--- config.mk ---
export PLATFORM = sky130hd
export DESIGN_NAME = fat_boot_sector_check_and_type
export DESIGN_NICKNAME = d
export VERILOG_FILES = /design/src/design/fbsc_pkg.sv /design/src/design/fbsc_check.sv /design/src/design/fbsc_divider.sv /design/src/design/fbsc_classify.sv /design/src/design/fat_boot_sector_check_and_type.sv
export SDC_FILE = /design/constraint.sdc
export NUM_CORES = 2
export LEC_CHECK = 0
export ABC_CLOCK_PERIOD_IN_PS = 24000
export BUFFER_PORTS_ARGS = -buffer_cell sky130_fd_sc_hd__buf_2
export CORE_AREA = 10 10 356 358
export CTS_BUF_LIST = sky130_fd_sc_hd__clkbuf_16
export DETAILED_ROUTE_END_ITERATION = 8
export DIE_AREA = 0 0 366 368
export GPL_TIMING_DRIVEN = 0
export PLACE_DENSITY = 0.59
export SLEW_MARGIN = 40
export SYNTH_ARGS = -nofsm -noshare
export SYNTH_HDL_FRONTEND = slang
export SYNTH_SLANG_ARGS = --single-unit
--- constraint.sdc ---
create_clock -name clock -period 24 [get_ports clock]
set_input_delay 2.4 -clock clock [delete_from_list [all_inputs] [get_ports clock]]
set_output_delay 2.4 -clock clock [all_outputs]
set_load 0.02 [all_outputs]
--- src/design/fbsc_pkg.sv ---
// shared types and constants for the fat boot sector check pipeline
// no dependencies
package fbsc_pkg;

   localparam logic [15:0] SEC_MIN      = 16'd512;
   localparam logic [15:0] SEC_MAX      = 16'd4096;
   localparam logic [7:0]  MEDIA_FIXED  = 8'hF8;
   localparam logic [7:0]  MEDIA_REMOV  = 8'hF0;
   localparam logic [15:0] SIGNATURE    = 16'hAA55;
   localparam logic [31:0] LIMIT_FAT12  = 32'd4085;
   localparam logic [31:0] LIMIT_FAT16  = 32'd65525;
   localparam int          DIR_SHIFT    = 5;   // 32-byte directory entries
   localparam int          QUO_W        = 13;  // root directory sector quotient
   localparam int          DIV_STAGES   = 4;

   typedef enum logic [2:0] {
      ST_INVALID   = 3'd0,
      ST_FAT12     = 3'd1,
      ST_FAT16     = 3'd2,
      ST_FAT32     = 3'd3,
      ST_BAD_FAT32 = 3'd4,
      ST_UNDERFLOW = 3'd5
   } status_type;

   // request as it moves through the check and divider stages
   typedef struct packed {
      logic              valid;
      logic              ok;
      logic [15:0]       rsv;
      logic [39:0]       prod;
      logic [31:0]       tot;
      logic              fz16_nz;
      logic [2:0]        spc_log;
      logic [QUO_W-1:0]  divisor;
      logic [QUO_W-1:0]  rem;
      logic [QUO_W-1:0]  quo;
      logic [QUO_W-1:0]  dvd;
   } item_type;

   // request after the area sum
   typedef struct packed {
      logic              valid;
      logic              ok;
      logic              under;
      logic              fz16_nz;
      logic [2:0]        spc_log;
      logic [QUO_W-1:0]  rds;
      logic [31:0]       data;
   } sum_type;

endpackage

--- src/design/fbsc_check.sv ---
// first stage: field checks, field selection, fat area product, divider set-up
// depends on fbsc_pkg
module fbsc_check import fbsc_pkg::*; (
   input  logic        clock,
   input  logic        reset,
   input  logic        enable,
   input  logic        in_valid,
   input  logic [15:0] bytes_per_sector,
   input  logic [7:0]  sectors_per_cluster,
   input  logic [15:0] reserved_sectors,
   input  logic [7:0]  fat_copies,
   input  logic [7:0]  media_byte,
   input  logic [15:0] total_sectors_small,
   input  logic [31:0] total_sectors_large,
   input  logic [15:0] fat_size_small,
   input  logic [31:0] fat_size_large,
   input  logic [15:0] root_entries,
   input  logic [15:0] boot_signature,
   output item_type    item
);

   item_type    item_ff, item_in;
   logic [31:0] fatsz;
   logic [21:0] dividend;
   logic [7:0]  spc_dec;
   logic        spc_ok;
   logic        media_ok;

   // parameter block checks
   always_comb begin
      spc_dec  = sectors_per_cluster - 8'd1;
      spc_ok   = (sectors_per_cluster != 8'd0) && ((sectors_per_cluster & spc_dec) == 8'd0);
      media_ok = (media_byte >= MEDIA_FIXED) || (media_byte == MEDIA_REMOV);
      fatsz    = (fat_size_small != 16'd0) ? {16'd0, fat_size_small} : fat_size_large;
      dividend = ({6'd0, root_entries} << DIR_SHIFT) + {6'd0, bytes_per_sector - 16'd1};

      item_in.valid   = in_valid;
      item_in.ok      = (bytes_per_sector >= SEC_MIN) && (bytes_per_sector <= SEC_MAX)
                        && spc_ok && (reserved_sectors != 16'd0) && (fat_copies != 8'd0)
                        && media_ok
                        && ((total_sectors_small != 16'd0) != (total_sectors_large != 32'd0))
                        && ((fat_size_small != 16'd0) || (fat_size_large != 32'd0))
                        && (boot_signature == SIGNATURE);
      item_in.rsv     = reserved_sectors;
      item_in.prod    = {32'd0, fat_copies} * {8'd0, fatsz};
      item_in.tot     = (total_sectors_small != 16'd0) ? {16'd0, total_sectors_small}
                                                       : total_sectors_large;
      item_in.fz16_nz = fat_size_small != 16'd0;
      case (sectors_per_cluster)
         8'd2:    item_in.spc_log = 3'd1;
         8'd4:    item_in.spc_log = 3'd2;
         8'd8:    item_in.spc_log = 3'd3;
         8'd16:   item_in.spc_log = 3'd4;
         8'd32:   item_in.spc_log = 3'd5;
         8'd64:   item_in.spc_log = 3'd6;
         8'd128:  item_in.spc_log = 3'd7;
         default: item_in.spc_log = 3'd0;
      endcase
      // the quotient fits in thirteen bits, so the top dividend bits start the remainder
      item_in.divisor = bytes_per_sector[QUO_W-1:0];
      item_in.rem     = {4'd0, dividend[21:QUO_W]};
      item_in.quo     = '0;
      item_in.dvd     = dividend[QUO_W-1:0];
   end

   // stage register
   always_ff @(posedge clock) begin
      if (reset) begin
         item_ff.valid <= 1'b0;
      end else if (enable) begin
         item_ff.valid <= item_in.valid;
      end
      if (enable) begin
         item_ff.ok      <= item_in.ok;
         item_ff.rsv     <= item_in.rsv;
         item_ff.prod    <= item_in.prod;
         item_ff.tot     <= item_in.tot;
         item_ff.fz16_nz <= item_in.fz16_nz;
         item_ff.spc_log <= item_in.spc_log;
         item_ff.divisor <= item_in.divisor;
         item_ff.rem     <= item_in.rem;
         item_ff.quo     <= item_in.quo;
         item_ff.dvd     <= item_in.dvd;
      end
   end

   assign item = item_ff;

endmodule

--- src/design/fbsc_divider.sv ---
// pipelined restoring divider for the root directory sectors, a few bits per stage
// depends on fbsc_pkg
module fbsc_divider import fbsc_pkg::*; (
   input  logic     clock,
   input  logic     reset,
   input  logic     enable,
   input  item_type item_i,
   output item_type item_o
);

   item_type stage_ff [DIV_STAGES];
   item_type stage_in [DIV_STAGES];

   // quotient bits per stage: four in the first, three in the rest
   always_comb begin
      for (int s = 0; s < DIV_STAGES; s++) begin
         logic [QUO_W:0] sh;
         item_type       cur;
         cur = (s == 0) ? item_i : stage_ff[s-1];
         for (int k = 0; k < 4; k++) begin
            if ((s == 0) || (k < 3)) begin
               sh = {cur.rem, cur.dvd[QUO_W-1]};
               cur.dvd = {cur.dvd[QUO_W-2:0], 1'b0};
               if (sh >= {1'b0, cur.divisor}) begin
                  sh      = sh - {1'b0, cur.divisor};
                  cur.quo = {cur.quo[QUO_W-2:0], 1'b1};
               end else begin
                  cur.quo = {cur.quo[QUO_W-2:0], 1'b0};
               end
               cur.rem = sh[QUO_W-1:0];
            end
         end
         stage_in[s] = cur;
      end
   end

   // stage registers
   always_ff @(posedge clock) begin
      for (int s = 0; s < DIV_STAGES; s++) begin
         if (reset) begin
            stage_ff[s].valid <= 1'b0;
         end else if (enable) begin
            stage_ff[s].valid <= stage_in[s].valid;
         end
         if (enable) begin
            stage_ff[s].ok      <= stage_in[s].ok;
            stage_ff[s].rsv     <= stage_in[s].rsv;
            stage_ff[s].prod    <= stage_in[s].prod;
            stage_ff[s].tot     <= stage_in[s].tot;
            stage_ff[s].fz16_nz <= stage_in[s].fz16_nz;
            stage_ff[s].spc_log <= stage_in[s].spc_log;
            stage_ff[s].divisor <= stage_in[s].divisor;
            stage_ff[s].rem     <= stage_in[s].rem;
            stage_ff[s].quo     <= stage_in[s].quo;
            stage_ff[s].dvd     <= stage_in[s].dvd;
         end
      end
   end

   assign item_o = stage_ff[DIV_STAGES-1];

endmodule

--- src/design/fbsc_classify.sv ---
// area sum, underflow test, cluster count shift and volume type, output register
// depends on fbsc_pkg
module fbsc_classify import fbsc_pkg::*; (
   input  logic        clock,
   input  logic        reset,
   input  logic        enable,
   input  item_type    item,
   output logic        out_valid,
   output logic [2:0]  status,
   output logic [31:0] cluster_count,
   output logic [12:0] root_dir_sectors,
   output logic [31:0] data_sectors
);

   sum_type     sum_ff, sum_in;
   logic [40:0] used;
   logic        valid_ff;
   logic [2:0]  status_ff, status_in;
   logic [31:0] clus_ff, clus_in, data_ff, data_in;
   logic [12:0] rds_ff, rds_in;
   logic [31:0] clusters;

   // reserved plus fat plus root area, compared against the total
   always_comb begin
      used = {25'd0, item.rsv} + {1'b0, item.prod} + {28'd0, item.quo};
      sum_in.valid   = item.valid;
      sum_in.ok      = item.ok;
      sum_in.under   = used > {9'd0, item.tot};
      sum_in.fz16_nz = item.fz16_nz;
      sum_in.spc_log = item.spc_log;
      sum_in.rds     = item.quo;
      sum_in.data    = item.tot - used[31:0];
   end

   // cluster count and volume type
   always_comb begin
      clusters = sum_ff.data >> sum_ff.spc_log;
      status_in = ST_INVALID;
      clus_in   = '0;
      data_in   = '0;
      rds_in    = '0;
      if (sum_ff.ok) begin
         rds_in = sum_ff.rds;
         if (sum_ff.under) begin
            status_in = ST_UNDERFLOW;
         end else begin
            clus_in = clusters;
            data_in = sum_ff.data;
            if (clusters < LIMIT_FAT12) begin
               status_in = ST_FAT12;
            end else if (clusters < LIMIT_FAT16) begin
               status_in = ST_FAT16;
            end else if (sum_ff.fz16_nz) begin
               status_in = ST_BAD_FAT32;
            end else begin
               status_in = ST_FAT32;
            end
         end
      end
   end

   // stage and output registers
   always_ff @(posedge clock) begin
      if (reset) begin
         sum_ff.valid <= 1'b0;
         valid_ff     <= 1'b0;
      end else if (enable) begin
         sum_ff.valid <= sum_in.valid;
         valid_ff     <= sum_ff.valid;
      end
      if (enable) begin
         sum_ff.ok      <= sum_in.ok;
         sum_ff.under   <= sum_in.under;
         sum_ff.fz16_nz <= sum_in.fz16_nz;
         sum_ff.spc_log <= sum_in.spc_log;
         sum_ff.rds     <= sum_in.rds;
         sum_ff.data    <= sum_in.data;
         status_ff      <= status_in;
         clus_ff        <= clus_in;
         data_ff        <= data_in;
         rds_ff         <= rds_in;
      end
   end

   assign out_valid        = valid_ff;
   assign status           = status_ff;
   assign cluster_count    = clus_ff;
   assign root_dir_sectors = rds_ff;
   assign data_sectors     = data_ff;

endmodule

--- src/design/fat_boot_sector_check_and_type.sv ---
// top level of the fat boot sector check and volume type pipeline
// depends on fbsc_pkg, fbsc_check, fbsc_divider, fbsc_classify
//
// One request carries the fields of a boot sector parameter block on the req_
// channel (valid/ready). One result per request leaves on the rsp_ channel:
// the status code, cluster count, root directory sectors and data sectors.
// Throughput: one request per cycle while the output is not stalled. The request
// passes seven registers on its way to rsp_valid: the check stage,
// four divider stages for the root directory sectors (four, then three
// quotient bits each), the area sum stage and the output register.
// The whole pipeline advances together whenever the output register is empty
// or being taken; when the receiver holds rsp_ready low with a result waiting,
// every stage holds and req_ready is low, so nothing is lost or repeated.
// A synchronous reset clears all valid bits; the pipeline is empty after it.
module fat_boot_sector_check_and_type import fbsc_pkg::*; (
   input  logic        clock,
   input  logic        reset,
   input  logic        req_valid,
   output logic        req_ready,
   input  logic [15:0] req_bytes_per_sector,
   input  logic [7:0]  req_sectors_per_cluster,
   input  logic [15:0] req_reserved_sectors,
   input  logic [7:0]  req_fat_copies,
   input  logic [7:0]  req_media_byte,
   input  logic [15:0] req_total_sectors_small,
   input  logic [31:0] req_total_sectors_large,
   input  logic [15:0] req_fat_size_small,
   input  logic [31:0] req_fat_size_large,
   input  logic [15:0] req_root_entries,
   input  logic [15:0] req_boot_signature,
   output logic        rsp_valid,
   input  logic        rsp_ready,
   output logic [2:0]  rsp_status,
   output logic [31:0] rsp_cluster_count,
   output logic [12:0] rsp_root_dir_sectors,
   output logic [31:0] rsp_data_sectors
);

   logic     enable;
   item_type chk_item, div_item;

   // global advance
   assign enable    = !rsp_valid || rsp_ready;
   assign req_ready = enable;

   fbsc_check u_check (
      .clock               (clock),
      .reset               (reset),
      .enable              (enable),
      .in_valid            (req_valid),
      .bytes_per_sector    (req_bytes_per_sector),
      .sectors_per_cluster (req_sectors_per_cluster),
      .reserved_sectors    (req_reserved_sectors),
      .fat_copies          (req_fat_copies),
      .media_byte          (req_media_byte),
      .total_sectors_small (req_total_sectors_small),
      .total_sectors_large (req_total_sectors_large),
      .fat_size_small      (req_fat_size_small),
      .fat_size_large      (req_fat_size_large),
      .root_entries        (req_root_entries),
      .boot_signature      (req_boot_signature),
      .item                (chk_item)
   );

   fbsc_divider u_divider (
      .clock  (clock),
      .reset  (reset),
      .enable (enable),
      .item_i (chk_item),
      .item_o (div_item)
   );

   fbsc_classify u_classify (
      .clock            (clock),
      .reset            (reset),
      .enable           (enable),
      .item             (div_item),
      .out_valid        (rsp_valid),
      .status           (rsp_status),
      .cluster_count    (rsp_cluster_count),
      .root_dir_sectors (rsp_root_dir_sectors),
      .data_sectors     (rsp_data_sectors)
   );

endmodule
==> results.md <==
- Status: completed
- Power density relative to cell area: 146 mW/mm^2
- Sequential fraction of design power: 25.7%
- Antenna-violating nets left: 0
- Vias in the first global route: 31405
- Latest clock arrival within the worst-skew pair: 0.68 ns
- Via count: 31124
- Data arrival, critical path: 11.79 ns
- Port bufs: 248
- Most common cell after layout, fill and taps aside: edfxtp_1
- DIE AREA: 0.135 sq mm
- Leakage power: 23.6 nW
- Yosys cell types: 95
- Final net count: 5104
- CP max FO: 10
- Period utilization: 47.5%
- Max Cap Viol: 0
- # DRC: 0
- Register area: 0.0230 sq mm
- Final hold vios: 0
- Final WS setup: 12.59 ns
- Layout Utilization: 45.1%
- Via density: 5.13
- Worst-Margin Slew: 0.810 ns
- CTS Root Cell: clkbuf_16
- Chip Width: 366 um
- Starting Density: 39.7%
- Layout cells sized above 1: 11.7%
- Area growth syn-to-layout: 13.6%
- Final WL: 113000 um
- Pint: 0.00458 W
- Synth async-reset ratio: 0%
- Slowest cell on crit path: edfxtp_1
- Largest net degree at the start of global routing: 89
- Clock share of power: 16.5%
- CP required: 24.38 ns
- Slew Viols, Final: 0
- Maximum vdd drop: 0.104 mV
- Syn Nets: 4759
- Hold crit path type: reg -> reg
- RSZ-0062 raised after global routing: false
- Post-Place Setup Slack: 12.58 ns
- Routed length per instance: 18.7 um
- Mapped Avg Cell Area: 11.7 sq um
- Clk buf depth: 3
- CTS sink cnt: 768
- Register area share after synthesis: 48.6%
- Rows: 127
- Most frequent cells in the layout: edfxtp_1 (765), inv_1 (402), nand2_1 (339)
- H-tree depth: 3
- Comb pwr share: 57.8%
- Number of DRC markers in iteration 0: 1871
- #FFs+latches synth: 768
- Switching power of the nets: 0.00329 W
- Switching Fraction: 41.9%
- Synth warn: 0
- CP Class: reg -> reg
- EDFF count, synth: 765
- Gpl congestion: 0.896
- Critical Path Source Type: flop
- Postcts setup bufs: 0
- Router iterations before antenna repair: 5
- Global Route Usage Sum: 16.5%
- Clock-pin slew of the registers on the worst-case setup and hold paths: 0.06 ns
- Setup crit end kind: flop
- Die height: 368 um
- Synth top area share: 48.5%
- Clock period minus worst slack: 11.41 ns
- CTS buffer count: 84
- # IOs: 270
- Worst Clk Skew: 0.0426 ns
- Area contributors post-synth: edfxtp_1 (48%), fa_1 (8.8%), ha_1 (8.5%)
- Cells after synthesis: 4043
- Multi-input gate area: 0.0224 sq mm
- First-pass GRT wire length: 179000 um
- # resized after CTS: 0
- Mapped Area: 0.0474 sq mm
- Core area: 0.119 sq mm
- Fill cells: 11028
- TritonCTS clock tree: done
- GRT overflow: 0
- Final setup viols: 0
- Initial antenna violation count: 4
- Post-synth top flop: edfxtp_1
- HPWL Detailed: 89400 um
- Slew HR: 46.0%
- Post-synth top area cell: edfxtp_1
- CP max stage delay: 0.57 ns
- Post-CTS Hold Fix Bufs: 0
- Max Clk Rate: 87.6 MHz
- CP dominant cell by count: a21oi_1
-- metal layers --
layer  track usage (%)  part of all wire [%]  vias to the layer above
met5                 0                 0.024                        -
met4              5.44                   3.0                        4
met3              2.59                   4.6                      159
met2              25.8                    44                      751
met1              23.4                    49                    14949
li1                  -                     -                    15261
-- synthesized netlist by cell type (9+ instances only) --
master / instances
edfxtp_1: 765
inv_1: 390
nand2_1: 339
ha_1: 320
a21oi_1: 223
fa_1: 208
xnor2_1: 150
nor2_1: 145
o21ai_0: 140
and2_1: 131
a21o_1: 108
clkbuf_1: 86
nor3_1: 77
xor2_1: 73
and3_1: 72
nand3_1: 70
mux2i_1: 64
nor2b_1: 64
nand4_1: 48
nand2b_1: 46
nor4_1: 45
mux2_2: 38
o21a_1: 33
or3_1: 27
o211ai_1: 23
a211oi_1: 21
o21bai_1: 21
o221ai_1: 20
a31oi_1: 19
or2_2: 18
buf_2: 17
mux4_2: 15
o31ai_1: 15
o22a_1: 13
o31a_1: 13
buf_1: 12
and4_1: 10
o21ai_1: 10
o22ai_1: 9
-- path summary, 6_finish.rpt --
kind,from,end,slack [ns],cells past startpoint
max,u_check.item[40],u_divider.stage_ff[0][35],12.59,42
min,u_divider.stage_ff[0][255],u_divider.stage_ff[1][112],0.38,0
max reg2reg,u_check.item[40],u_divider.stage_ff[0][35],12.59,42
min reg2reg,u_divider.stage_ff[0][255],u_divider.stage_ff[1][112],0.38,0
-- cells by family after synthesis --
group / Yosys count / synth area share [%]
flops: 768 / 48.6
simple gates: 1131 / 12.2
mux: 118 / 3.00
xor+xnor: 223 / 4.12
buf+inv: 515 / 4.14
compound gates: 760 / 10.7
fa+ha+maj: 528 / 17.2
-- worst max-delay path, delay by kind of cell (launching register included) --
| family | cells | cell delay, ns |
|---|---|---|
| buffers and inverters | 8 | 1.63 |
| AO/OA/AOI/OAI | 18 | 4.39 |
| flip-flops | 1 | 0.57 |
| AND/OR/NAND/NOR | 9 | 2.01 |
| multiplexers | 3 | 1.17 |
| adder cells (fa/ha/maj) | 4 | 1.34 |
-- state kept, by name, summed over array words and instances, names as in the netlist --
name / cells
u_classify.out_valid: 1
u_classify.sum_ff: 52
u_classify.cluster_count: 32
u_classify.status: 3
u_classify.root_dir_sectors: 13
u_divider.stage_ff: 506
u_classify.data_sectors: 32
u_check.item: 129
-- power by group through the flow --
stage,Clock (W),Sequential (W),Combinational (W)
6_report,0.00130,0.00202,0.00455
5_1_grt,0.00140,0.00205,0.00508
4_1_cts,0.00134,0.00203,0.00456
3_5_place_dp,0,0.00205,0.00453
3_3_place_gp,0,0.00205,0.00449
2_1_floorplan,0,0.00199,0.00348
-- layout make-up --
type	instances	area share (%)
Antenna cell	1	0.00465
Buffer	118	0.874
Clock buffer	84	3.91
Clock inverter	69	1.36
Inverter	397	2.78
Multi-Input combinational cell	2760	41.7
Sequential cell	768	42.8
Tap cell	1612	3.75
Timing Repair Buffer	259	2.83
-- per-stage QoR --
stage               setup TNS [ns]  instance area, sq um  total power [W]  std cells  hold slack [ns]
floorplan                        0                 47400          0.00548       4043            0.400
global placement            -41.65                 50600          0.00654       5903            0.401
detailed placement               0                 51000          0.00658       5914            0.405
CTS                              0                 53800          0.00793       6067            0.377
global route                     0                 53800          0.00852       6068            0.393
finish                           0                 53800          0.00787       6068            0.382
No activity file was read; power rests on OpenSTA's default activity.
